===== src/rtl/core/stp_pkg.sv =====
`timescale 1ns / 1ps

package stp_pkg;

    localparam int ID_W   = 16;
    localparam int DIST_W = 8;
    localparam int PORT_W = 3;
    localparam int RPI_W  = 4;
    localparam int PACK_W = 16;
    localparam int PACK_PORTS = 8;

    typedef logic [1:0] t_role;

    localparam t_role ROLE_DES  = 2'd0;
    localparam t_role ROLE_ROOT = 2'd1;
    localparam t_role ROLE_BLK  = 2'd2;

    localparam logic [RPI_W-1:0] PORT_NONE = 4'd8;

    localparam logic CMD_START = 1'b0;
    localparam logic CMD_MSG   = 1'b1;

    localparam logic CFG_OWN_ID = 1'b0;
    localparam logic CFG_PORTS  = 1'b1;

    localparam logic [3:0] PORTS_RESET = 4'd8;

    typedef struct packed {
        logic              cmd;
        logic [ID_W-1:0]   root_id;
        logic [DIST_W-1:0] distance;
        logic [ID_W-1:0]   sender_id;
        logic [PORT_W-1:0] port;
    } t_msg;

    typedef struct packed {
        logic [ID_W-1:0]   best_root;
        logic [DIST_W-1:0] best_distance;
        logic [ID_W-1:0]   best_sender;
        logic              root_flag;
        logic [RPI_W-1:0]  root_idx;
    } t_bridge;

    typedef struct packed {
        logic              changed;
        logic [PACK_W-1:0] roles_packed;
        logic [RPI_W-1:0]  root_idx_out;
        logic [ID_W-1:0]   root_id_out;
        logic [DIST_W-1:0] distance_out;
        logic              is_root_out;
    } t_result;

endpackage


===== src/rtl/core/stp_next.sv =====
`timescale 1ns / 1ps

module stp_next #(
    parameter int NUM_PORTS = 8
) (
    input  stp_pkg::t_msg                       i_msg,
    input  stp_pkg::t_bridge                    i_state,
    input  stp_pkg::t_role [NUM_PORTS-1:0]      i_roles,
    input  logic [stp_pkg::ID_W-1:0]            i_own_id,
    input  logic [3:0]                          i_ports_in_use,
    output stp_pkg::t_bridge                    o_state,
    output stp_pkg::t_role [NUM_PORTS-1:0]      o_roles,
    output stp_pkg::t_result                    o_result
);

    localparam logic [4:0] NP = 5'(NUM_PORTS);
    localparam int PK = (NUM_PORTS < stp_pkg::PACK_PORTS) ? NUM_PORTS : stp_pkg::PACK_PORTS;

    logic [4:0]                    w_n;
    logic                          w_in_range;
    logic [4:0]                    w_port5;
    stp_pkg::t_role                w_cur_role;
    logic [stp_pkg::DIST_W:0]      w_d1;
    logic                          w_better;
    logic                          w_rule5;
    logic                          w_any_des;
    logic                          w_any_root;
    logic [NUM_PORTS-1:0]          w_last;
    logic                          w_changed;
    logic [stp_pkg::PACK_W-1:0]    w_packed;
    stp_pkg::t_bridge              w_ns;
    stp_pkg::t_role [NUM_PORTS-1:0] w_nr;

    always_comb begin
        if (i_ports_in_use == 4'd0) begin
            w_n = 5'd1;
        end else if ({1'b0, i_ports_in_use} > NP) begin
            w_n = NP;
        end else begin
            w_n = {1'b0, i_ports_in_use};
        end
        w_port5    = {2'b00, i_msg.port};
        w_in_range = w_port5 < w_n;
        w_cur_role = stp_pkg::ROLE_DES;
        for (int p = 0; p < NUM_PORTS; p++) begin
            if (w_port5 == 5'(p)) w_cur_role = i_roles[p];
        end
        w_d1 = {1'b0, i_msg.distance} + 9'd1;
        w_better = (i_msg.root_id < i_state.best_root) ||
                   ((i_msg.root_id == i_state.best_root) &&
                    (w_d1 < {1'b0, i_state.best_distance})) ||
                   ((i_msg.root_id == i_state.best_root) &&
                    (w_d1 == {1'b0, i_state.best_distance}) &&
                    (i_msg.sender_id < i_state.best_sender));
        w_rule5 = (i_msg.root_id == i_state.best_root) &&
                  (w_cur_role == stp_pkg::ROLE_DES) &&
                  ((i_msg.distance < i_state.best_distance) ||
                   ((i_msg.distance == i_state.best_distance) &&
                    (i_msg.sender_id < i_own_id)));

        w_ns       = i_state;
        w_nr       = i_roles;
        w_changed  = 1'b0;
        w_any_des  = 1'b0;
        w_any_root = 1'b0;
        w_last     = '0;

        if (i_msg.cmd == stp_pkg::CMD_START) begin
            w_ns.best_root     = i_own_id;
            w_ns.best_distance = '0;
            w_ns.best_sender   = i_own_id;
            w_ns.root_flag     = 1'b1;
            w_ns.root_idx      = stp_pkg::PORT_NONE;
            w_nr               = '0;
        end else if (w_in_range) begin
            if (w_better) begin
                w_nr               = '0;
                w_ns.best_root     = i_msg.root_id;
                w_ns.best_distance = w_d1[stp_pkg::DIST_W] ? '1 : w_d1[stp_pkg::DIST_W-1:0];
                w_ns.root_flag     = 1'b0;
                w_ns.best_sender   = i_msg.sender_id;
                w_ns.root_idx      = {1'b0, i_msg.port};
                for (int p = 0; p < NUM_PORTS; p++) begin
                    if (w_port5 == 5'(p)) w_nr[p] = stp_pkg::ROLE_ROOT;
                end
                w_changed = 1'b1;
            end else if (w_rule5) begin
                for (int p = 0; p < NUM_PORTS; p++) begin
                    if (w_port5 == 5'(p)) w_nr[p] = stp_pkg::ROLE_BLK;
                end
                w_changed = 1'b1;
            end
            // leaf check: highest root port wins
            for (int p = 0; p < NUM_PORTS; p++) begin
                if (5'(p) < w_n) begin
                    if (w_nr[p] == stp_pkg::ROLE_DES) w_any_des = 1'b1;
                    if (w_nr[p] == stp_pkg::ROLE_ROOT) begin
                        w_any_root = 1'b1;
                        w_last     = '0;
                        w_last[p]  = 1'b1;
                    end
                end
            end
            if (!w_any_des && w_any_root) begin
                for (int p = 0; p < NUM_PORTS; p++) begin
                    if (w_last[p]) w_nr[p] = stp_pkg::ROLE_BLK;
                end
                w_ns.root_idx = stp_pkg::PORT_NONE;
            end
        end

        w_packed = '0;
        for (int p = 0; p < PK; p++) begin
            if (5'(p) < w_n) w_packed[2*p +: 2] = w_nr[p];
        end
    end

    assign o_state = w_ns;
    assign o_roles = w_nr;

    always_comb begin
        o_result.changed       = w_changed;
        o_result.roles_packed  = w_packed;
        o_result.root_idx_out  = w_ns.root_idx;
        o_result.root_id_out   = w_ns.best_root;
        o_result.distance_out  = w_ns.best_distance;
        o_result.is_root_out   = w_ns.root_flag;
    end

endmodule


===== src/rtl/core/spanning_tree_port_roles.sv =====
`timescale 1ns / 1ps
// Channel  | Dir | Signals                        | Word
// s        | in  | i_s_tvalid/o_s_tready          | tdata + tuser command
// m        | out | o_m_tvalid/i_m_tready          | tdata
// cfg      | in  | i_cfg_wr_en/i_cfg_index        | i_cfg_data
//
// One word per cycle sustained while the output takes results. Input register,
// then result register written together with the bridge state.
// Bridge state updates as a word moves into the result register.
// Reset: synchronous, active low; bridge is own root, all ports designated.
// A stalled output holds one result and one word in the input register.

module spanning_tree_port_roles #(
    parameter int NUM_PORTS = 8
) (
    input  logic        i_clk,
    input  logic        i_rst_n,
    input  logic        i_s_tvalid,
    output logic        o_s_tready,
    // root_id[15:0], distance[23:16], sender_id[39:24], port[42:40], zero pad
    input  logic [47:0] i_s_tdata,
    // command[0]
    input  logic        i_s_tuser,
    output logic        o_m_tvalid,
    input  logic        i_m_tready,
    // changed[0], roles_packed[16:1], root_idx_out[20:17], root_id_out[36:21],
    // distance_out[44:37], is_root_out[45], zero pad
    output logic [47:0] o_m_tdata,
    input  logic        i_cfg_wr_en,
    input  logic        i_cfg_index,
    input  logic [15:0] i_cfg_data
);

    stp_pkg::t_msg                    r_in;
    logic                             r_in_vld;
    stp_pkg::t_bridge                 r_state;
    stp_pkg::t_role [NUM_PORTS-1:0]   r_roles;
    stp_pkg::t_result                 r_res;
    logic                             r_out_vld;
    logic [stp_pkg::ID_W-1:0]         r_own_id;
    logic [3:0]                       r_ports_in_use;

    stp_pkg::t_bridge                 n_state;
    stp_pkg::t_role [NUM_PORTS-1:0]   n_roles;
    stp_pkg::t_result                 n_res;

    logic                             w_s_acc;
    logic                             w_adv;
    logic [NUM_PORTS-1:0]             w_root_mask;

    assign w_adv      = r_in_vld && (!r_out_vld || i_m_tready);
    assign o_s_tready = !r_in_vld || w_adv;
    assign w_s_acc    = i_s_tvalid && o_s_tready;

    stp_next #(
        .NUM_PORTS (NUM_PORTS)
    ) u_next (
        .i_msg          (r_in),
        .i_state        (r_state),
        .i_roles        (r_roles),
        .i_own_id       (r_own_id),
        .i_ports_in_use (r_ports_in_use),
        .o_state        (n_state),
        .o_roles        (n_roles),
        .o_result       (n_res)
    );

    always_ff @(posedge i_clk) begin
        if (!i_rst_n) begin
            r_own_id       <= '0;
            r_ports_in_use <= stp_pkg::PORTS_RESET;
        end else if (i_cfg_wr_en) begin
            unique case (i_cfg_index)
                stp_pkg::CFG_OWN_ID: r_own_id       <= i_cfg_data;
                stp_pkg::CFG_PORTS:  r_ports_in_use <= i_cfg_data[3:0];
                default: ;
            endcase
        end
    end

    always_ff @(posedge i_clk) begin
        if (!i_rst_n) begin
            r_in_vld <= 1'b0;
        end else if (w_s_acc) begin
            r_in_vld <= 1'b1;
        end else if (w_adv) begin
            r_in_vld <= 1'b0;
        end
    end

    always_ff @(posedge i_clk) begin
        if (w_s_acc) begin
            r_in.cmd       <= i_s_tuser;
            r_in.root_id   <= i_s_tdata[15:0];
            r_in.distance  <= i_s_tdata[23:16];
            r_in.sender_id <= i_s_tdata[39:24];
            r_in.port      <= i_s_tdata[42:40];
        end
    end

    always_ff @(posedge i_clk) begin
        if (!i_rst_n) begin
            r_state.best_root     <= '0;
            r_state.best_distance <= '0;
            r_state.best_sender   <= '0;
            r_state.root_flag     <= 1'b1;
            r_state.root_idx      <= stp_pkg::PORT_NONE;
            r_roles               <= '0;
            r_out_vld             <= 1'b0;
        end else if (w_adv) begin
            r_state   <= n_state;
            r_roles   <= n_roles;
            r_out_vld <= 1'b1;
        end else if (i_m_tready) begin
            r_out_vld <= 1'b0;
        end
    end

    always_ff @(posedge i_clk) begin
        if (w_adv) r_res <= n_res;
    end

    assign o_m_tvalid = r_out_vld;
    assign o_m_tdata  = {2'b00, r_res.is_root_out, r_res.distance_out, r_res.root_id_out,
                         r_res.root_idx_out, r_res.roles_packed, r_res.changed};

    always_comb begin
        for (int p = 0; p < NUM_PORTS; p++) begin
            w_root_mask[p] = (r_roles[p] == stp_pkg::ROLE_ROOT);
        end
    end

    a_root_no_port: assert property (@(posedge i_clk) disable iff (!i_rst_n)
        r_state.root_flag |-> (r_state.root_idx == stp_pkg::PORT_NONE))
        else $error("own root with a root port");

    a_one_root_role: assert property (@(posedge i_clk) disable iff (!i_rst_n)
        $countones(w_root_mask) <= 1)
        else $error("more than one root port role");

    a_hold_input: assert property (@(posedge i_clk) disable iff (!i_rst_n)
        (r_in_vld && r_out_vld && !i_m_tready) |=> (r_in_vld && $stable(r_in)))
        else $error("buffered word lost under stall");

    a_state_with_out: assert property (@(posedge i_clk) disable iff (!i_rst_n)
        !$stable(r_state) |-> o_m_tvalid)
        else $error("state moved without a result");

endmodule


===== config.mk =====
export PLATFORM = sky130hd
export DESIGN_NAME = spanning_tree_port_roles
export DESIGN_NICKNAME = d
export VERILOG_FILES = /design/src/rtl/core/stp_pkg.sv /design/src/rtl/core/stp_next.sv /design/src/rtl/core/spanning_tree_port_roles.sv
export SDC_FILE = /design/constraint.sdc
export NUM_CORES = 1
export LEC_CHECK = 0
export ABC_AREA = 1
export BUFFER_PORTS_ARGS = -buffer_cell sky130_fd_sc_hd__buf_2
export CORE_ASPECT_RATIO = 1.5
export CORE_MARGIN = 1
export CORE_UTILIZATION = 53
export DETAILED_ROUTE_END_ITERATION = 8
export PLACE_DENSITY = 0.76
export SETUP_SLACK_MARGIN = 0.1
export SYNTH_ARGS = -nofsm -noshare
export SYNTH_HDL_FRONTEND = slang
export SYNTH_SLANG_ARGS = --single-unit
export TNS_END_PERCENT = 20

===== constraint.sdc =====
create_clock -name i_clk -period 3.3 [get_ports i_clk]
set_input_delay 0 -clock i_clk [delete_from_list [all_inputs] [get_ports i_clk]]
set_output_delay 0 -clock i_clk [all_outputs]
set_load 0.01 [all_outputs]

==> reports/metrics.yaml, run 1 <==
status:
  status: "finished, violations left"
  violations: "setup timing"
timing:
  hold_viol: 0
  worst_slack_ns: -0.339
  rsz0062_at_grt: "true"
  fmax_mhz: 275
  worstMarginPinSlew_ns: 1.07
  drv_slew: 0
  maxSlewHeadroom_pct: 28.3
  fin_crit_ns: 3.64
  finalSetupViolations: 99
  clock_skew_ns: 0.0106
  fin_crit_sh_pct: 110
  setup_tns_ns: -17.46
placement:
  placed_area_um2: 10500
  portBuffers: 113
  place_ws_ns: -0.229
  dpl.hpwl_um: 17600
  gp_congestion: 0.924
routing:
  vias_per_cell: 5.60
  firstDrtPassIters: 5
  drc: 0
  drt-initial-drc-count: 472
  routedWlPerCell_um: 17.1
  ant_nets: 0
  num_vias: 8742
  wl_um: 26800
global_routing:
  grt_pass1_vias: 8591
  gr-total-overflow: 0
  grt_pass1_wl_um: 41300
  grt_max_degree: 63
  grt_usage_pct: 30.5
  antenna_found_initial: 0
cells_and_area:
  nets: 1474
  nFillCells: 1242
  multi_input_area_um2: 4530
  final_common_cell: "inv_1"
  ff_latch_area_um2: 4360
  diodes: 0
  final_cell_area_um2: 12400
  syn_to_final_growth_pct: 33.6
  fin_util_pct: 73.0
  drive_gt1_share_pct: 25.8
  final_cell_mix: "inv_1, nand2_1, buf_2"
logic_synthesis:
  ys_ff_latch: 173
  synthFlopType: "edfxtp_1"
  synth-edff-count: 90
  synth_cell_types: 42
  postSynthAreaPerCell_um2: 8.44
  synthArstFlopShare_pct: 0
  ys_seq_area_share_pct: 47.0
  syn-cell-area_um2: 9280
  syn_inst: 1100
  yosys_warnings: 0
cts:
  path_clk_slew_ns: 0.07
  clock_path_buffers: 2
  cts.sinks: 173
  h-tree-depth: 4
  cts_tree: "yes"
  cts_made_buffers: 17
  clock_latency_ns: 0.43
  clockRootBuffer: "clkbuf_16"
floorplan:
  die_h_um: 164
  die_w_um: 110
  die-area_um2: 18100
  num_rows: 58
  initial_utilization_pct: 54.7
  design.core.area_um2: 17000
  ioPinCount: 121
setup_path:
  critPathTopFamily: "simple AND/OR/NAND/NOR gates"
  r2r_start: "r_in[20]$_DFFE_PP_"
  slowest_stage: "edfxtp_1"
  crit_arrival_ns: 3.82
  crit_type: "reg -> reg"
  reg2reg_slack_ns: -0.34
  worst-path-buf-inv: 6
  max_stage_delay_ns: 0.42
  reg2reg_depth: 24
  crit_chain: "nand3_2 -> nor2_1 -> nand2_1 -> nor2_2 -> nand2_1 -> xor2_1 -> inv_1 -> ha_4 -> buf_4 -> buf_12 -> nand3b_4 -> inv_1 -> nand3b_1 -> nand3_4 -> nand3_4 -> inv_4 -> nand2_1 -> nand3_2 -> nand4_1 -> buf_4 -> nor2_4 -> nand3_2 -> nand3_1 -> a21oi_1"
  required_ns: 3.48
  reg2reg_to: "o_m_tdata[15]$_SDFFCE_PN0P_"
  cp-end-kind: "register"
  start_kind: "register"
  cp_max_fo: 11
pwr:
  power_uw: 5980
  cellPowerDensity_nw_per_um2: 483
  ir_drop_uv: 352
  p_leak_uw: 0.00559
hold_path:
  min_to: "r_state[28]$_SDFFE_PN0P_"
  hold_start: "i_rst_n"
  whs_path_depth: 3
  min_path_type: "in -> reg"
job:
  maxCapViolations: 0
-- tightest hold or removal path, stage by stage --
cell     delay, ns
buf_2         0.27
o21ai_0       0.14
a21oi_1       0.05
-- what timing repair did --
item                                   4_1_cts  5_1_grt
cloned                                       1        1
setup endpoints to repair                  105      106
buffers inserted                             7        6
hold buffers                                68        0
resized for setup                           61       66
pin swaps                                    4       14
endpoints found under the hold margin       66        0
-- state kept, by name, summed over array words and instances (netlist names) --
register	count
r_in_vld	1
r_in	44
r_roles	16
o_m_tdata	46
r_ports_in_use	4
r_state	45
o_m_tvalid	1
r_own_id	16
-- stage by stage --
step	instances	hold slack, ns
6_report	1561	0.0766
5_1_grt	1561	0.112
4_1_cts	1554	0.0626
3_5_place_dp	1446	0.178
3_3_place_gp	1446	0.176
2_1_floorplan	1101	0.0989
-- where the power goes --
group	leakage, uW	total [uW]	internal, uW	switching (uW)
clock network	0.000307	2170	1280	895
registers	0.00156	2520	2430	92.3
logic	0.00373	1290	533	760
-- worst max-delay path by stage --
stage,startpoint,endpoint,cells past startpoint
after floorplan,r_in[19]$_DFFE_PP_,o_m_tdata[17]$_DFFE_PP_,22
after global placement,r_in[20]$_DFFE_PP_,o_m_tdata[13]$_SDFFCE_PP0P_,24
after detailed placement,r_in[20]$_DFFE_PP_,o_m_tdata[15]$_SDFFCE_PN0P_,23
after CTS,r_in[20]$_DFFE_PP_,o_m_tdata[6]$_SDFFCE_PP0P_,26
after global routing,r_in[20]$_DFFE_PP_,o_m_tdata[16]$_SDFFCE_PN0P_,25
final,r_in[20]$_DFFE_PP_,o_m_tdata[15]$_SDFFCE_PN0P_,24
-- cells in the mapped netlist, drive strengths merged, types with 11 or more instances --
| master | count | share of area [%] |
|---|---|---|
| nand2 | 190 | 7.9 |
| buf | 11 | 0.86 |
| clkbuf | 31 | 1.3 |
| edfxtp | 90 | 29 |
| ha | 65 | 8.8 |
| nand4 | 15 | 1.1 |
| inv | 178 | 7.2 |
| nand3 | 74 | 4.4 |
| dfxtp | 83 | 18 |
| nor2 | 59 | 3.0 |
| a21oi | 112 | 6.0 |
| a221oi | 16 | 1.5 |
| a211oi | 18 | 1.5 |
| o21ai | 120 | 6.7 |
-- layout make-up --
| type | count | area share [%] |
|---|---|---|
| Timing Repair Buffer | 259 | 15.5 |
| Inverter | 182 | 5.53 |
| Multi-Input combinational cell | 705 | 36.5 |
| Tap cell | 210 | 2.12 |
| Clock inverter | 12 | 1.35 |
| Clock buffer | 20 | 3.77 |
| Sequential cell | 173 | 35.2 |
-- layer usage --
metal	wire [um]	global-route usage (%)	up-vias
li1	-	-	4218
met1	10100	32.5	4142
met4	1370	17.3	0
met2	14100	55.7	287
met3	1200	4.72	95
met5	0	0	-
-- cells by family (layout without fill, tap and decap cells) --
logic type,Yosys count,in the layout,share of synthesized area [%]
AOI/OAI and AO/OA,282,282,17.0
xor gates and xnor gates,4,4,0.377
adders and majority gates,65,65,8.76
buffers and inverters,224,473,9.48
DFF,173,173,47.0
other,1,2,0.0404
and+or+nand+nor,351,352,17.3
Note: power is estimated with default switching activity, not from simulation.
==> run 2, diff against run 1 <==
ABC_AREA = 0   (was 1)
==> run 2 against run 1 <==
The run ends with DRC, setup timing left. Worst hold slack improved by 0.070 ns. Highest routed layer unchanged. First-iteration DRC count increased by 48%. Power shrank 5.3%. Critical endpoint is now o_m_tdata[7]$_SDFFCE_PP0P_.
==> reports/metrics.yaml, run 2 <==
logic_synthesis:
  synth-edff-count: 90  # unchanged
  syn-cell-area_um2: 9560  # +3.0%
  synthFlopType: "edfxtp_1"
  synthTopCellsByArea: "edfxtp_1, dfxtp_1, ha_1, nand2_1, a21oi_1"
  ys_seq_area_share_pct: 45.6  # -1.4 points
  synth_area_leader_cell: "edfxtp_1"
  syn_inst: 1021  # -7.2%
  ys_ff_latch: 173  # unchanged
  postSynthAreaPerCell_um2: 9.37  # +11%
  synth_cell_types: 80  # +90%
  synth_commonest_cells: "nand2_1, a21oi_1, edfxtp_1"
  yosys_warnings: 0  # unchanged
  synthArstFlopShare_pct: 0  # unchanged
  synthMostInstantiatedCell: "nand2_1"
  synth_top_cell_area_share_pct: 28.3  # -0.86 points
cts:
  path_clk_slew_ns: 0.07  # about the same
  cts.sinks: 173  # unchanged
  clock_path_buffers: 2  # unchanged
  h-tree-depth: 4  # unchanged
  clock_latency_ns: 0.45  # +0.02 ns
  cts_tree: "yes"
  cts_made_buffers: 17  # unchanged
  clockRootBuffer: "clkbuf_16"
setup_path:
  reg2reg_depth: 17  # -29%
  crit_type: "reg -> reg"
  max_stage_delay_ns: 0.60  # +0.18 ns
  worst-path-buf-inv: 3  # -3
  reg2reg_slack_ns: -0.62  # -0.28 ns
  cp_max_fo: 5  # -6
  slowest_stage: "or4b_4"
  crit_top_cell: "buf_4"
  crit_arrival_ns: 4.11  # +0.29 ns
  startpoint: "r_in[20]$_DFFE_PP_"
  reg2reg_to: "o_m_tdata[7]$_SDFFCE_PP0P_"
  crit_chain: "buf_6 -> ha_4 -> nand3_1 -> xnor2_2 -> ha_1 -> nand3_2 -> a21oi_2 -> a211oi_2 -> o21ai_1 -> buf_4 -> a211o_4 -> nand2_2 -> buf_4 -> o31ai_4 -> o21ai_4 -> or4b_4 -> o2bb2ai_2"
  start_kind: "register"
  required_ns: 3.49  # about the same
  r2r_start: "r_in[20]$_DFFE_PP_"
  cp-end-kind: "register"
  critPathTopFamily: "compound AO/OA/AOI/OAI gates"
routing:
  drc: 4  # +4
  highest_layer: "met4"
  wl_met3_um: 2000  # +67%
  firstDrtPassIters: 7  # +2
  num_vias: 9537  # +9.1%
  wl_met1_um: 11400  # +13%
  wl_met2_um: 16500  # +17%
  drt-initial-drc-count: 699  # +48%
  ant_nets: 0  # unchanged
  wl_um: 32000  # +20%
  routedWlPerCell_um: 20.6  # +20%
  vias_per_cell: 6.13  # +9.4%
global_routing:
  antenna_found_initial: 0  # unchanged
  grt_max_degree: 71  # +13%
  grt_pass1_wl_um: 49400  # +20%
  grt_usage_pct: 34.1  # +3.6 points
  grt_pass1_vias: 9494  # +11%
  gr-total-overflow: 0  # unchanged
timing:
  rsz0062_at_grt: "true"
  worstMarginPinSlew_ns: 1.17  # +0.0965 ns
  hold_viol: 0  # unchanged
  worst_slack_ns: -0.619  # -0.281 ns
  fin_crit_sh_pct: 119  # +8.5 points
  fmax_mhz: 255  # -7.2%
  clock_skew_ns: 0.0169  # +0.00622 ns
  finalSetupViolations: 106  # +7.1%
  fin_crit_ns: 3.92  # +0.281 ns
  drv_slew: 0  # unchanged
  maxSlewHeadroom_pct: 22.0  # -6.4 points
  holdWs_ns: 0.146  # +0.0696 ns
hold_path:
  min_to: "r_roles[2]$_SDFFE_PN0P_"
  whs_path_depth: 5  # +2
  min_path_type: "in -> reg"
  hold_start: "i_rst_n"
floorplan:
  die-area_um2: 18600  # +3.0%
  design.core.area_um2: 17500  # +3.0%
  die_h_um: 167  # +1.5%
  ioPinCount: 121  # unchanged
  die_w_um: 112  # +1.5%
  num_rows: 59  # +1.7%
  initial_utilization_pct: 54.7  # about the same
cells_and_area:
  diodes: 0  # unchanged
  final_common_cell: "buf_4"
  final_cell_mix: "buf_4, nand2_1, buf_2"
  largest_reg_flops: 46  # unchanged
  syn_to_final_growth_pct: 39.7
  fin_util_pct: 76.4  # +3.4 points
  nets: 1466  # -0.54%
  drive_gt1_share_pct: 30.4  # +4.5 points
pwr:
  cellPowerDensity_nw_per_um2: 424  # -12%
  p_leak_uw: 0.00545  # -2.6%
  power_uw: 5670  # -5.3%
  ir_drop_uv: 324  # -7.9%
status:
  violations: "DRC, setup timing"
  status: "finished, violations left"
placement:
  dpl.hpwl_um: 20300  # +15%
  portBuffers: 113  # unchanged
  gp_congestion: 0.953  # +3.2%
job:
  maxCapViolations: 0  # unchanged
run 2: how the worst max path moves through the flow:
stage | slack (ns) | to | cells after the start
floorplan | -0.21 | o_m_tdata[7]$_SDFFCE_PP0P_ | 14
global placement | -0.50 | o_m_tdata[16]$_SDFFCE_PN0P_ | 18
detailed placement | -0.58 | o_m_tdata[16]$_SDFFCE_PN0P_ | 18
CTS | -0.32 | r_roles[1]$_SDFFE_PN0P_ | 12
global route | -0.69 | o_m_tdata[16]$_SDFFCE_PN0P_ | 19
finish | -0.62 | o_m_tdata[7]$_SDFFCE_PP0P_ | 17
run 2: cells by family after synthesis:
| kind of cell | synth area share [%] |
|---|---|
| xor gates and xnor gates | 0.549 |
| other | 0.0392 |
| adders and majority gates | 8.50 |
| DFF | 45.6 |
| muxes | 2.47 |
| buffers and inverters | 5.04 |
| and+or+nand+nor | 17.6 |
| AOI/OAI and AO/OA | 20.2 |
run 2: final cells by class:
class	count	area (um2)
timing repair buffer	347	2710
tap	213	267
clock buffer	17	425
clock inverter	15	165
fill	1123	4130
sequential	173	4360
inverter	65	244
multi-input combinational	726	5190
run 2: layer usage:
| metal | track usage, % | vias to the layer above |
|---|---|---|
| met5 | 0 | - |
| met4 | 24.5 | 0 |
| met3 | 5.49 | 147 |
| met2 | 59.3 | 512 |
| met1 | 37.5 | 4548 |
| li1 | - | 4330 |
run 2: where the power goes:
part	total, uW	switching [uW]	internal [uW]
registers	2450	72.9	2380
logic	1200	647	557
clock network	2010	991	1020
run 2: repair_timing:
item / CTS / global route
hold buffers: 67 / 0
setup buffers: 9 / 10
gates resized for setup: 46 / 60
endpoints found under the hold margin: 66 / 0
cloned: 2 / 1
pin swaps: 58 / 32
endpoints found under the setup margin: 106 / 106
run 2: tightest hold or removal path, stage by stage:
cell and delay (ns):
buf_2 0.12, inv_2 0.12, a21oi_1 0.15, nand2_1 0.10, o21ai_1 0.05
run 2: metrics by stage:
step | worst slack [ns] | setup TNS [ns] | area [um2] | std cells
after floorplan | -0.210 | -4.06 | 9630 | 1022
after global placement | -0.495 | -33.32 | 11400 | 1435
after detailed placement | -0.577 | -38.87 | 11400 | 1435
after CTS | -0.322 | -15.46 | 13000 | 1545
after global routing | -0.692 | -53.51 | 13400 | 1556
final | -0.619 | -44.54 | 13400 | 1556
